[src/pn3_pkg.sv]
// Package for the 3D improved noise block: widths, shared types, the
// gradient selection and the fixed-point lerp. No dependencies.
package pn3_pkg;

  localparam int PERM_SIZE = 256;
  localparam int IDX_W     = $clog2(PERM_SIZE);
  localparam int ENTRY_W   = 8;
  localparam int FRAC_BITS = 16;
  localparam int COORD_W   = 32;
  localparam int OUT_W     = 16;
  localparam int FADE_W    = FRAC_BITS + 2;
  localparam int VAL_W     = FRAC_BITS + 8;
  localparam int HASH_W    = 4;
  localparam int N_CORNER  = 8;
  localparam int N_PIPE    = 8;

  // Hash codes that steer the gradient selection.
  localparam logic [HASH_W-1:0] HASH_P_IS_Y = 4'd8;
  localparam logic [HASH_W-1:0] HASH_Q_NOT_Y = 4'd4;
  localparam logic [HASH_W-1:0] HASH_Q_X_LO = 4'd12;
  localparam logic [HASH_W-1:0] HASH_Q_X_HI = 4'd14;

  typedef logic [IDX_W-1:0]            idx_t;
  typedef logic [ENTRY_W-1:0]          entry_t;
  typedef logic [FRAC_BITS-1:0]        frac_t;
  typedef logic signed [FADE_W-1:0]    fade_t;
  typedef logic signed [VAL_W-1:0]     val_t;
  typedef logic [HASH_W-1:0]           hash_t;
  typedef logic [N_CORNER-1:0][HASH_W-1:0] hash_vec_t;

  typedef enum logic {
    OP_LOAD = 1'b0,
    OP_EVAL = 1'b1
  } op_t;

  typedef struct packed {
    logic en;
    logic init;
    idx_t init_addr;
  } pipe_ctl_t;

  localparam fade_t FADE_ONE = FADE_W'(1 << FRAC_BITS);

  // Offset from a corner: the fraction, or the fraction minus one.
  function automatic fade_t corner_d(frac_t d, logic hi);
    fade_t base;
    base = $signed({2'b00, d});
    return hi ? base - FADE_ONE : base;
  endfunction

  function automatic val_t grad(hash_t h, fade_t gx, fade_t gy, fade_t gz);
    val_t p;
    val_t q;
    p = (h < HASH_P_IS_Y) ? val_t'(gx) : val_t'(gy);
    if (h < HASH_Q_NOT_Y) begin
      q = val_t'(gy);
    end else if (h == HASH_Q_X_LO || h == HASH_Q_X_HI) begin
      q = val_t'(gx);
    end else begin
      q = val_t'(gz);
    end
    if (h[0]) p = -p;
    if (h[1]) q = -q;
    return p + q;
  endfunction

  // a + floor(t * (b - a) / 2^FRAC_BITS)
  function automatic val_t lerp(fade_t t, val_t a, val_t b);
    logic signed [VAL_W:0]             diff;
    logic signed [VAL_W+FADE_W:0]      prod;
    diff = (VAL_W+1)'(b) - (VAL_W+1)'(a);
    prod = t * diff;
    return a + prod[FRAC_BITS +: VAL_W];
  endfunction

endpackage

[src/pn3_fade.sv]
// Three-stage fade curve 6t^5 - 15t^4 + 10t^3 on one fraction.
// Depends on pn3_pkg.
module pn3_fade (
  input  logic                clk,
  input  logic                en,
  input  pn3_pkg::frac_t      t_i,
  output pn3_pkg::frac_t      t_o,
  output pn3_pkg::fade_t      fade_o
);

  localparam int F   = pn3_pkg::FRAC_BITS;
  localparam int K_W = F + 6;
  localparam int M_W = F + 1 + K_W;

  logic [K_W-1:0]          k;
  logic signed [M_W-1:0]   m;
  logic [2*F-1:0]          sq, cube;
  logic signed [M_W-1:0]   fp;

  pn3_pkg::frac_t          ta_r, tb_r, tc_r, t2_r, t3_r;
  logic signed [K_W-1:0]   m1_r, inner_r;
  pn3_pkg::fade_t          fade_r;

  assign k  = K_W'(t_i) * K_W'(6) - K_W'(15 << F);
  assign m  = $signed({1'b0, t_i}) * $signed(k);
  assign sq = t_i * t_i;
  assign cube = t2_r * ta_r;
  assign fp = $signed({1'b0, t3_r}) * inner_r;

  always_ff @(posedge clk) begin
    if (en) begin
      ta_r    <= t_i;
      t2_r    <= sq[2*F-1:F];
      m1_r    <= m[F +: K_W];
      tb_r    <= ta_r;
      t3_r    <= cube[2*F-1:F];
      inner_r <= m1_r + $signed(K_W'(10 << F));
      tc_r    <= tb_r;
      fade_r  <= fp[F +: pn3_pkg::FADE_W];
    end
  end

  assign t_o    = tc_r;
  assign fade_o = fade_r;

endmodule

[config.mk]
export PLATFORM = sky130hd
export DESIGN_NAME = pn3_fade
export DESIGN_NICKNAME = d
export VERILOG_FILES = /design/src/pn3_pkg.sv /design/src/pn3_fade.sv
export SDC_FILE = /design/constraint.sdc
export NUM_CORES = 2
export LEC_CHECK = 0
export BUFFER_PORTS_ARGS = -buffer_cell sky130_fd_sc_hd__buf_2
export CELL_PAD_IN_SITES_DETAIL_PLACEMENT = 0
export CELL_PAD_IN_SITES_GLOBAL_PLACEMENT = 1
export CORE_MARGIN = 2
export CORE_UTILIZATION = 29
export DETAILED_ROUTE_END_ITERATION = 16
export PLACE_DENSITY = 0.57
export SYNTH_ARGS = -nofsm -noshare
export SYNTH_HDL_FRONTEND = slang
export SYNTH_SLANG_ARGS = --single-unit
export TNS_END_PERCENT = 5
[constraint.sdc]
create_clock -name clk -period 16.2 [get_ports clk]
set_clock_uncertainty 0.15 [all_clocks]
set_input_delay 0 -clock clk [delete_from_list [all_inputs] [get_ports clk]]
set_output_delay 0 -clock clk [all_outputs]
set_load 0.005 [all_outputs]
==> impl_metrics.toml <==
[timing]
slew_headroom_pct = 17.13
finalHoldViolCount = 0
min_period_ns = 10.66
fmax_ghz = 0.09381
finalSetupViolCount = 0
tightestPinTransition_ns = 1.236
finalCritPeriodShare_pct = 65.80
setup_tns_ns = 0
grt_setup_unrepaired = "no"
maxSlewViolCount = 0

[layout]
syn2layout_area_growth_pct = 7.874
layout-drive-gt1-share_pct = 4.023
mostFrequentLayoutCells = "inv_1 (1,191), fa_1 (987), nand2_1 (585)"
nets = 5793
final_common_cell = "inv_1"

[global_route]
grtUsageTotal_pct = 15.87
antenna_found_initial = 4
grt-ovfl-total = 0
grt_max_degree = 58
grt_pass1_wl_mm = 180.4
grt_pass1_vias = 31450

[synth]
synth-seq-cells = 142
ys.warnings.count = 0
netlist_area_sq_um = 42110
synth_area_per_cell_sq_um = 9.588
synth-edff-count = 142
syn_inst = 4392
synthFlopType = "edfxtp_1"
async_flop_share_pct = 0
ys_seq_area_share_pct = 10.13
synth_cell_types = 68
synth_top_area_cell = "fa_1"
synth_area_leaders = "fa_1 (47%), ha_1 (12%), inv_1 (11%)"
synth_nets = 5798
netlist.area_leader.share_pct = 46.92

[routing]
via_per_inst = 4.438
ant_nets = 0
dr_total_vias = 27980
finalWirelength_mm = 111.4
first_iter_violations = 1291
firstDrtPassIters = 5
drc = 0
wl_per_cell_um = 17.66

[critical_path]
start_kind = "input pin"
worstPathMaxFanout = 33
critical_path_class = "in -> reg"
cpMostUsedCell = "fa_1"
critPathRequiredTime_ns = 16.29
cp_slowest_stage_delay_ns = 0.73
worst_setup_path_end_kind = "register"
arrival_ns = 10.75
crit_slowest_cell = "clkinv_1"

[clock_tree]
cts_sinks = 142
clockRootBuffer = "clkbuf_16"
clock_path_buffers = 2
cts-resized-gates = 0
cts_buffers = 17
htreeDepth = 4
post_cts_buffers = 0
clk_pin_slew_ns = 0.07
cts_tree = "done"
clk-insertion-delay-late_ns = 0.52

[floorplanning]
rows = 139
core_area_sq_um = 143800
start_util_pct = 29.28
pin_count = 52
die_y_um = 385.1
die-area_sq_um = 148300
chipWidth_um = 385.1

[placed_design]
portBuffers = 51
hpwl_mm = 87.46
gp_congestion = 0.8311

[flow_run]
drv_cap = 0

[hold_path]
hold_class = "in -> reg"

[outcome]
run_status = "complete, no violations"
==> synth_stat cells (9+ instances only) <==
library cell,n
inv_1,1191
fa_1,987
nand2_1,585
ha_1,401
and2_1,295
clkbuf_1,146
edfxtp_1,142
nor2_1,135
xnor2_1,79
a21oi_1,51
nand3_1,45
o21ai_0,41
nor3_1,32
and3_1,28
o21a_1,27
a21o_1,23
xor2_1,23
nand2b_1,22
a211oi_1,9
nand4_1,9
==> sequential cells by signal (all words and copies together), names as in the netlist <==
register  cells
inner_r      22
tb_r         16
t2_r         16
t_o          16
fade_o       18
t3_r         16
ta_r         16
m1_r         22
==> per-layer routing <==
metal | GRT usage (%) | vias to the layer above | part of all wire (%) | wire, um
met5 | 0 | - | 0.012 | 13
met4 | 3.024 | 2 | 1.3 | 1501
met3 | 1.977 | 93 | 3.7 | 4130
met2 | 26.44 | 484 | 47 | 52340
met1 | 22.20 | 14540 | 48 | 53390
li1 | - | 12860 | - | -
==> through the flow <==
| stage | cells | hold slack, ns | worst slack [ns] | util, % | cell area (sq um) |
|---|---|---|---|---|---|
| global route | 6303 | 0.09256 | 4.675 | 31.58 | 45420 |
| global placement | 6255 | 0.2435 | 5.606 | 31.06 | 44670 |
| CTS | 6303 | 0.05658 | 5.508 | 31.58 | 45420 |
| detailed placement | 6255 | 0.2445 | 5.501 | 31.06 | 44670 |
| floorplan | 4392 | -0.05113 | 7.502 | - | 42110 |
| finish | 6305 | 0.1227 | 5.540 | 31.58 | 45420 |
==> area by class of cell <==
cell class,instances,area (sq um)
Fill cell,14940,98400
Multi-Input combinational cell,2896,32780
Inverter,1199,4501
Sequential cell,142,4264
Tap cell,1903,2381
Timing Repair Buffer,131,902.1
Clock buffer,17,425.4
Clock inverter,15,167.7
Antenna cell,2,5.005
==> what timing repair did <==
item	CTS	global route
hold endpoints to repair	47	0
setup endpoints to repair	0	0
hold buffers	16	0
==> final timing paths <==
path,from,to,slack (ns),cells past startpoint
worst min-delay path,t_i[5],ta_r[5],0.12,2
worst max-delay path,t_i[1],m1_r[21],5.54,37
worst min register to register,m1_r[16],inner_r[16],0.27,0
worst max register to register,t3_r[9],fade_o[17],8.81,21
==> logic make-up (layout without fill, tap and decap cells) <==
group / after synthesis / in the layout / share of synthesized area [%]
fa+ha+maj: 1388 / 1388 / 58.84
buf+inv: 1354 / 1362 / 12.11
simple gates: 1190 / 1190 / 13.26
compound gates: 214 / 214 / 3.485
flops: 142 / 142 / 10.13
xor+xnor: 102 / 102 / 2.122
mux: 2 / 2 / 0.06239
other cells: 0 / 2 / 0
==> worst max-delay path, delay by kind of cell <==
family / cells / cell delay, ns
fa+ha+maj: 9 / 4.19
compound gates: 14 / 3.22
buf+inv: 9 / 2.04
simple gates: 5 / 1.28
Power is left out: the tool's default activity adds up to more than one toggle a clock period on the data nets, which glitch-free logic cannot reach.
